[src/hdl/mtr_pkg.sv]
// ----------------------------------------------------------------------------
// mtr_pkg
// shared types and constants of the message trace ring recorder
// ----------------------------------------------------------------------------
package mtr_pkg;

    localparam int MTR_DEPTH = 64;          // default number of trace slots
    localparam int MSG_W     = 64;
    localparam int STAMP_W   = 32;
    localparam int CMD_W     = 2;
    localparam int Q_DEPTH   = 4;           // request queue, power of two
    localparam int QAW       = $clog2(Q_DEPTH);

    // command codes
    localparam logic [CMD_W-1:0] CMD_REC_READ  = 2'd0;
    localparam logic [CMD_W-1:0] CMD_REC_WRITE = 2'd1;
    localparam logic [CMD_W-1:0] CMD_DUMP      = 2'd2;
    localparam logic [CMD_W-1:0] CMD_NONE      = 2'd3;

    // one queued request
    typedef struct packed {
        logic               dump;
        logic               dir;
        logic [STAMP_W-1:0] stamp;
        logic [MSG_W-1:0]   message;
    } t_req;

endpackage

[src/hdl/mtr_queue.sv]
// ----------------------------------------------------------------------------
// mtr_queue
// short request queue between intake and execution
// ----------------------------------------------------------------------------
module mtr_queue (
    input  logic          i_clk,
    input  logic          i_rst_n,
    input  logic          i_push,
    input  mtr_pkg::t_req i_req,
    input  logic          i_pop,
    output logic          o_full,
    output logic          o_valid,
    output mtr_pkg::t_req o_head
);
    import mtr_pkg::*;

    t_req               r_mem [Q_DEPTH];
    logic [QAW-1:0]     r_wr_ptr;
    logic [QAW-1:0]     r_rd_ptr;
    logic [QAW:0]       r_count;
    logic [QAW-1:0]     n_wr_ptr;
    logic [QAW-1:0]     n_rd_ptr;
    logic [QAW:0]       n_count;

    assign o_full  = (r_count == (QAW+1)'(Q_DEPTH));
    assign o_valid = (r_count != '0);
    assign o_head  = r_mem[r_rd_ptr];

    // pointers wrap naturally, depth is a power of two
    always_comb begin
        n_wr_ptr = i_push ? r_wr_ptr + 1'b1 : r_wr_ptr;
        n_rd_ptr = i_pop  ? r_rd_ptr + 1'b1 : r_rd_ptr;
        n_count  = r_count;
        if (i_push && !i_pop) begin
            n_count = r_count + 1'b1;
        end else if (!i_push && i_pop) begin
            n_count = r_count - 1'b1;
        end
    end

    always_ff @(posedge i_clk) begin
        if (!i_rst_n) begin
            r_wr_ptr <= '0;
            r_rd_ptr <= '0;
            r_count  <= '0;
        end else begin
            r_wr_ptr <= n_wr_ptr;
            r_rd_ptr <= n_rd_ptr;
            r_count  <= n_count;
        end
    end

    always_ff @(posedge i_clk) begin
        if (i_push) begin
            r_mem[r_wr_ptr] <= i_req;
        end
    end

`ifndef SYNTH
    a_count_range: assert property (@(posedge i_clk) disable iff (!i_rst_n)
        r_count <= (QAW+1)'(Q_DEPTH))
        else $error("queue count out of range");
    a_no_push_full: assert property (@(posedge i_clk) disable iff (!i_rst_n)
        i_push |-> !o_full)
        else $error("push into full queue");
    a_no_pop_empty: assert property (@(posedge i_clk) disable iff (!i_rst_n)
        i_pop |-> o_valid)
        else $error("pop from empty queue");
`endif

endmodule

[config.mk]
export PLATFORM = sky130hd
export DESIGN_NAME = mtr_queue
export DESIGN_NICKNAME = d
export VERILOG_FILES = /design/src/hdl/mtr_pkg.sv /design/src/hdl/mtr_queue.sv
export SDC_FILE = /design/constraint.sdc
export NUM_CORES = 1
export LEC_CHECK = 0
export BUFFER_PORTS_ARGS = -buffer_cell sky130_fd_sc_hd__buf_2
export CAP_MARGIN = 10
export CORE_MARGIN = 1.5
export CORE_UTILIZATION = 60
export CTS_CLUSTER_SIZE = 28
export DETAILED_ROUTE_END_ITERATION = 12
export GPL_TIMING_DRIVEN = 0
export HOLD_SLACK_MARGIN = 0.15
export MAX_ROUTING_LAYER = met4
export PLACE_DENSITY = 0.88
export SLEW_MARGIN = 20
export SYNTH_ARGS = -nofsm -noshare
export SYNTH_HDL_FRONTEND = slang
export SYNTH_SLANG_ARGS = --single-unit
[constraint.sdc]
create_clock -name i_clk -period 5.05 [get_ports i_clk]
set_clock_uncertainty 0.05 [all_clocks]
set_input_delay 0.2525 -clock i_clk [delete_from_list [all_inputs] [get_ports i_clk]]
set_output_delay 0.2525 -clock i_clk [all_outputs]
set_load 0.01 [all_outputs]
==> impl_metrics.ini, run 1 <==
[global_routing]
grt_overflow = 0
top_usage_layer = met2
use_met2_pct = 45.6
use_met1_pct = 33.6
grt_pass1_wl_mm = 48.8
groute.usage.overall_pct = 27.0
grt_max_degree = 48
grt_util_met3_pct = 5.20
grt_pass1_vias = 7940
grt_antenna_before_repair = 0

[final_layout]
n_antenna_cell = 0
num-fill-cells = 1175
syn2layout_area_growth_pct = 26.5
design_area_sq_mm = 0.0184
final_common_cell = edfxtp_1
mostFrequentLayoutCells = 392 x edfxtp_1, 211 x buf_2, 102 x dlygate4sd3_1, 98 x mux4_2, 40 x clkbuf_16
multi_input_area_sq_mm = 0.00247
nets = 1015
drive_gt1_share_pct = 40.8
regArea_sq_mm = 0.0120

[timing]
finalSetupViolCount = 0
post-route-period-util_pct = 52.9
finalHoldViolations = 0
grt_setup_unrepaired = no
layout_setup_ws_ps = 2380
min_period_ps = 2670
slew_viol_final = 0
fmax_mhz = 374
max_slew_margin_pct = 52.2
worst_slew_pin_slew_ps = 716
tns_ps = 0

[die]
core-area_sq_mm = 0.0237
pin_count = 202
initial_core_util_pct = 61.5
num_rows = 56
die_y_um = 159
die_w_um = 159
die_area_sq_mm = 0.0252

[critical_path]
critPathLaunchType = register
endpoint_kind = output port
required_ps = 4750
cp_max_fo = 10
r2r_cells = 4
arrival_ps = 2370
crit_type = reg -> out

[routing]
finalWirelength_mm = 32.2
vias = 7407
first_iter_violations = 836
first_pass_iters = 5
post_drt_wl_per_cell_um = 25.7
drc = 0
antenna_left = 0
via_per_inst = 5.91

[placement]
gp_congestion = 0.759
place_area_sq_mm = 0.0162
port_buffers = 201
dp_slack_ps = 2950
hpwl_mm = 16.9

[power]
leakagePower_nw = 6.35
peakVddDrop_mv = 0.304
power_density_mw_per_mm2 = 404

[clock_tree]
clock_path_buffers = 3
root_buffer = clkbuf_16
clk_pin_slew_ps = 70
clkSinkCount = 401
numCtsBuffers = 39
cts_max_level = 2
tritoncts = yes
clk_latency_ps = 500

[yosys]
yosysUniqueCellTypes = 22
syn_nets = 663
synth_area_sq_mm = 0.0146
yosysSeqAreaShare_pct = 82.0
ys_warn_count = 0
ys_seq_elements = 401
syn_area_per_cell_sq_um = 26.3
synth_cells = 555

[min_path]
min_path_cells = 2
worst_hold_path_type = in -> reg

[run]
max-cap-violations = 0

[run_status]
status = finished, final reports clean
## area by class of cell
type                            count  area share (%)
Sequential cell                   401            64.8
Multi-Input combinational cell    128            13.4
Timing Repair Buffer              311            12.2
Clock buffer                       50            5.74
Tap cell                          319            2.16
Buffer                             22           0.814
Clock inverter                     18           0.807
Inverter                            4          0.0814
## worst paths after layout
kind	startpoint	end	slack, ps
max	register	o_head[72]	2380
min	i_req[28]	r_mem[2][28]	440
max reg2reg	r_count[0]	r_count[2]	3320
min reg2reg	r_count[2]	r_count[2]	530
## critical path: stages, from the launching register on
cell	delay, ps
dfxtp_1	300
buf_2	290
buf_2	350
buf_2	350
mux4_2	400
buf_2	170
## sequential cells by signal, indices dropped and copies added, names as in the netlist, named ones only
signal    flops
r_mem       392
r_count       3
r_rd_ptr      2
r_wr_ptr      2
## cells in the mapped netlist
cell / count / area (sq um)
xnor2_1: 2 / 17.5
nand2_1: 1 / 3.75
dfxtp_1: 9 / 180
ha_1: 5 / 62.6
nor2b_1: 2 / 12.5
buf_4: 1 / 7.51
buf_2: 10 / 50.1
and2_1: 9 / 56.3
inv_1: 4 / 15.0
edfxtp_1: 392 / 11800
o21ai_0: 1 / 5.00
buf_12: 2 / 40.0
buf_6: 1 / 11.3
mux4_2: 98 / 2210
nor3b_1: 1 / 7.51
fa_1: 1 / 20.0
xor2_1: 3 / 26.3
a21boi_0: 1 / 7.51
clkbuf_1: 7 / 26.3
buf_8: 1 / 15.0
mux2i_1: 2 / 20.0
or3_1: 2 / 12.5
## stage by stage
stage               utilization (%)  power, W  cells  hold WS, ps
finish                         77.9   0.00744   1253          438
global route                   77.9   0.00767   1253          430
CTS                            77.9   0.00746   1253          419
detailed placement             68.4   0.00467   1083          419
global placement               67.5   0.00462   1075          411
floorplan                         -   0.00435    555          301
## kinds of logic after synthesis
logic type | synth area share, %
flops | 82.0
compound gates | 0.0858
mux | 15.3
simple gates | 0.635
fa+ha+maj | 0.567
buf+inv | 1.13
xor+xnor | 0.301
## routing by layer
metal | wire [um] | share of wire [%]
met5 | 0 | 0
met2 | 17200 | 53
met4 | 1000 | 3.1
met3 | 2530 | 7.8
met1 | 11500 | 36
## repair_timing
item | 4_1_cts | 5_1_grt
hold buffers | 102 | 0
buffers inserted | 0 | 0
endpoints found under the hold margin | 401 | 0
gates resized for setup | 0 | 0
## power by group
part           internal (W)  switching, W
Sequential          0.00382     0.0000531
Combinational      0.000395      0.000425
Clock               0.00158       0.00116
No activity file was read; power rests on OpenSTA's default activity.
==> run 2, diff against run 1 <==
CORE_UTILIZATION = 57   (was 60)
PLACE_DENSITY = 0.84   (was 0.88)
clock period = 2.8 ns   (was 5.05 ns; I/O delays follow)
==> run 2 against run 1 <==
Against the previous run: die area rose by 5.2%; core utilization is 3.9 points lower; count of clock-buffer cells in the layout up 1; combinational power is 77% higher; register-to-register slack got worse by 2600 ps; worst setup slack got worse by 2100 ps; cell area up 0.68%; cell count up 1.1%; critical endpoint is now o_head[66]; global-route usage down 2.7 points; total power grew 87%; wire length fell by 5.0%.
==> impl_metrics.ini, run 2 (same netlist as run 1, synthesis figures left out) <==
[final_layout]
largest_register = r_mem
mostFrequentLayoutCells = 392 x edfxtp_1, 211 x buf_2, 102 x dlygate4sd3_1, 98 x mux4_2, 40 x clkbuf_16
design_area_sq_mm = 0.0186
syn2layout_area_growth_pct = 27.4
stdcell_count = 1267
nets = 1015
final_common_cell = edfxtp_1
largestRegisters = r_mem: 392 flops, r_count: 3 flops
drive_gt1_share_pct = 41.2
largest_reg_flops = 392
n_antenna_cell = 0

[global_routing]
grt_pass1_vias = 7755
groute.usage.overall_pct = 24.3
grt_max_degree = 46
grt_pass1_wl_mm = 45.4
grt_overflow = 0
grt_antenna_before_repair = 0

[timing]
post-route-period-util_pct = 89.5
worst_slew_pin_slew_ps = 744
fmax_mhz = 399
finalSetupViolCount = 0
slew_viol_final = 0
tns_ps = 0
min_period_ps = 2510
finalHoldViolations = 0
max_slew_margin_pct = 50.4
grt_setup_unrepaired = no
layout_setup_ws_ps = 293

[routing]
drt-met1-wl_mm = 11.7
vias = 7179
wl_met3_mm = 2.06
first_iter_violations = 719
post_drt_wl_per_cell_um = 24.2
via_per_inst = 5.67
finalWirelength_mm = 30.6
wl_met2_mm = 16.2
drc = 0
maxUsedRoutingLayer = met4
first_pass_iters = 5
antenna_left = 0

[clock_tree]
root_buffer = clkbuf_16
post_cts_resized = 0
tritoncts = yes
clk_latency_ps = 510
clk_pin_slew_ps = 60
clock_path_buffers = 3
cts_max_level = 2
clkSinkCount = 401
numCtsBuffers = 39

[die]
num_rows = 58
pin_count = 202
die_area_sq_mm = 0.0265
die_w_um = 163
die_y_um = 163
core-area_sq_mm = 0.0251
initial_core_util_pct = 58.0

[critical_path]
required_ps = 2610
r2r_slack_ps = 770
cp_max_fo = 10
crit_type = reg -> out
endpoint_kind = output port
critPathLaunchType = register
arrival_ps = 2320

[placement]
gp_congestion = 0.713
place_area_sq_mm = 0.0162
dp_slack_ps = 728
dp.cells = 1094
hpwl_mm = 16.1
port_buffers = 201

[run]
max-cap-violations = 0

[power]
fin_total_pwr_w = 0.0139
peakVddDrop_mv = 0.586
power_density_mw_per_mm2 = 750
leakagePower_nw = 6.40

[run_status]
status = finished, final reports clean

[min_path]
worst_hold_path_type = in -> reg
[run 2: worst max-delay path, cell delays in order, from the launching register on]
cell,delay [ps]
dfxtp_1,300
buf_2,240
buf_2,320
buf_2,340
mux4_2,410
buf_2,170
[run 2: layout make-up]
cell class / instances / area (sq um)
Inverter: 4 / 15.0
Fill cell: 1417 / 6550
Buffer: 22 / 150
Clock buffer: 51 / 1060
Sequential cell: 401 / 12000
Clock inverter: 20 / 294
Timing Repair Buffer: 311 / 2210
Multi-Input combinational cell: 128 / 2470
Tap cell: 330 / 413
[run 2: repair_timing]
action / 4_1_cts / 5_1_grt
setup endpoints to repair: 0 / 0
hold buffers: 102 / 0
endpoints found under the hold margin: 401 / 0
buffers inserted: 0 / 0
[run 2: path summary, 6_finish.rpt]
check / cells after the start / from / end
hold reg to reg: 2 / r_count[2] / r_count[2]
setup reg to reg: 4 / r_wr_ptr[0] / r_mem[3][81]
setup / recovery: 5 / register / o_head[66]
hold / removal: 2 / i_req[54] / r_mem[2][54]
[run 2: routing by layer]
metal	track usage [%]	vias up
met5	-	-
met1	30.1	3731
li1	-	3099
met3	5.25	50
met4	6.30	0
met2	41.2	299
[run 2: per-stage QoR]
| step | util [%] | hold WS [ps] |
|---|---|---|
| floorplan | - | 189 |
| global placement | 63.7 | 302 |
| detailed placement | 64.5 | 304 |
| CTS | 73.9 | 293 |
| global route | 73.9 | 306 |
| finish | 73.9 | 321 |
[run 2: report_power, final]
group	leakage [nW]	internal, W	switching (W)
Sequential	3.67	0.00689	0.0000839
Combinational	2.06	0.000706	0.000749
Clock	0.663	0.00334	0.00214
Total	6.40	0.0109	0.00298
==> run 3, diff against run 2 <==
CORE_UTILIZATION = 30   (was 57)
PLACE_DENSITY = 0.52   (was 0.84)
==> run 3 against run 2 <==
Against the previous run: core utilization is 34 points lower; cell count increased by 23%; highest routed layer unchanged; critical path type unchanged; sequential share of layout area is 1.3 points lower.
==> impl_metrics.ini, run 3 (same netlist as run 1, synthesis figures left out) <==
[min_path]
hp-start = i_req[44]
worst_hold_path_type = in -> reg
min_path_cells = 2
min_to = r_mem[1][44]

[global_routing]
groute.usage.overall_pct = 12.5
grt_max_degree = 43
grt_antenna_before_repair = 3
grt_overflow = 0
grt_pass1_wl_mm = 45.8
grt_pass1_vias = 7679

[timing]
fmax_mhz = 387
grt_setup_unrepaired = no
slew_viol_final = 0
max_slew_margin_pct = 51.4
finalSetupViolCount = 0
finalHoldViolations = 0
post-route-period-util_pct = 92.2
holdWs_ps = 274
tns_ps = 0
min_period_ps = 2580
worst_slew_pin_slew_ps = 730
layout_setup_ws_ps = 218

[routing]
first_pass_iters = 4
antenna_left = 0
finalWirelength_mm = 30.1
drc = 0
post_drt_wl_per_cell_um = 19.2
vias = 6940
first_iter_violations = 308
via_per_inst = 4.44

[critical_path]
endpoint_kind = output port
rr_startpoint = r_wr_ptr[0]
required_ps = 2610
crit_type = reg -> out
r2r_cells = 4
r2r_slack_ps = 920
r2r_end = r_mem[0][1]
critPathLaunchType = register
arrival_ps = 2390
cp_max_fo = 10

[clock_tree]
clkSinkCount = 401
numCtsBuffers = 46
clk_pin_slew_ps = 60
clk_latency_ps = 560
root_buffer = clkbuf_16
tritoncts = yes
cts_max_level = 2
clock_path_buffers = 3

[die]
num_rows = 80
die_y_um = 223
die_area_sq_mm = 0.0499
initial_core_util_pct = 30.5
pin_count = 202
core-area_sq_mm = 0.0478
die_w_um = 223

[power]
p_sw_w = 0.00312
p_int_w = 0.0108
power_density_mw_per_mm2 = 732
power.clock.fraction_pct = 39.4
seq_power_share_pct = 50.1
switching_share_pct = 22.5
leakagePower_nw = 6.41
power_frac_comb_pct = 10.5
peakVddDrop_mv = 0.469

[final_layout]
finish.utilization_pct = 39.6
largest_register = r_mem
final_common_cell = edfxtp_1
drive_gt1_share_pct = 41.0
syn2layout_area_growth_pct = 30.1
largest_reg_flops = 392
mostFrequentLayoutCells = 392 x edfxtp_1, 211 x buf_2, 102 x dlygate4sd3_1, 98 x mux4_2, 47 x clkbuf_16
num-fill-cells = 4328
nets = 1022
largestRegisters = r_mem: 392 flops, r_count: 3 flops

[run]
max-cap-violations = 0

[run_status]
status = finished, final reports clean

[placement]
dp_slack_ps = 642
hpwl_mm = 18.5
port_buffers = 201
gp_congestion = 0.653
run 3: cell count changes in the layout (fill, tap and decap cells not counted), moves of 3 or more:
cell        delta
clkinv_1       +9
clkbuf_16      +7
bufinv_16      -6
clkinvlp_4     +3
diode_2        +3
run 3: stage by stage:
stage                     instance area, sq um  power (W)  std cells
after floorplan                          14600    0.00784        555
after global placement                   16400    0.00842       1371
after detailed placement                 16600    0.00846       1379
after CTS                                18900     0.0141       1561
after global routing                     19000     0.0144       1563
final                                    19000     0.0139       1564
run 3: power groups by stage:
stage	clock [W]	combinational [W]	sequential, W
floorplan	0	0.000761	0.00707
global placement	0	0.00132	0.00710
detailed placement	0	0.00138	0.00708
CTS	0.00568	0.00150	0.00696
global route	0.00588	0.00158	0.00698
finish	0.00547	0.00145	0.00696
run 3: how the worst max path moves through the flow:
stage	start	endpoint
6_report	register	o_head[71]
5_1_grt	register	o_head[71]
4_1_cts	register	o_head[27]
3_5_place_dp	register	o_head[27]
3_3_place_gp	r_wr_ptr[0]	r_mem[2][76]
2_1_floorplan	r_wr_ptr[0]	r_mem[2][0]
run 3: layer usage:
layer  part of all wire (%)  track usage (%)
met4                    2.6             4.69
met3                    5.5             3.31
met1                     45             16.0
met2                     47             19.2
met5                      0                -
run 3: what timing repair did:
item	in CTS	in global routing
setup buffers	0	0
endpoints found under the hold margin	402	0
gates resized for setup	0	2
endpoints found under the setup margin	0	1
hold buffers	102	0
run 3: area by class of cell:
type | count | area (sq um) | share of cell area (%)
flip-flops and latches | 401 | 12000 | 63.0
multi-input cells | 128 | 2470 | 13.0
repair buffers | 311 | 2220 | 11.7
clock buffers | 55 | 1210 | 6.36
well taps | 615 | 769 | 4.06
clock inverters | 25 | 161 | 0.851
plain buffers | 22 | 151 | 0.799
inverters | 4 | 15.0 | 0.0792
diodes | 3 | 7.51 | 0.0396
run 3: critical path, cell delays in order (launching register included):
cell and delay [ps]:
dfxtp_1 300, buf_2 290, buf_2 360, buf_2 350, mux4_2 370, buf_2 160
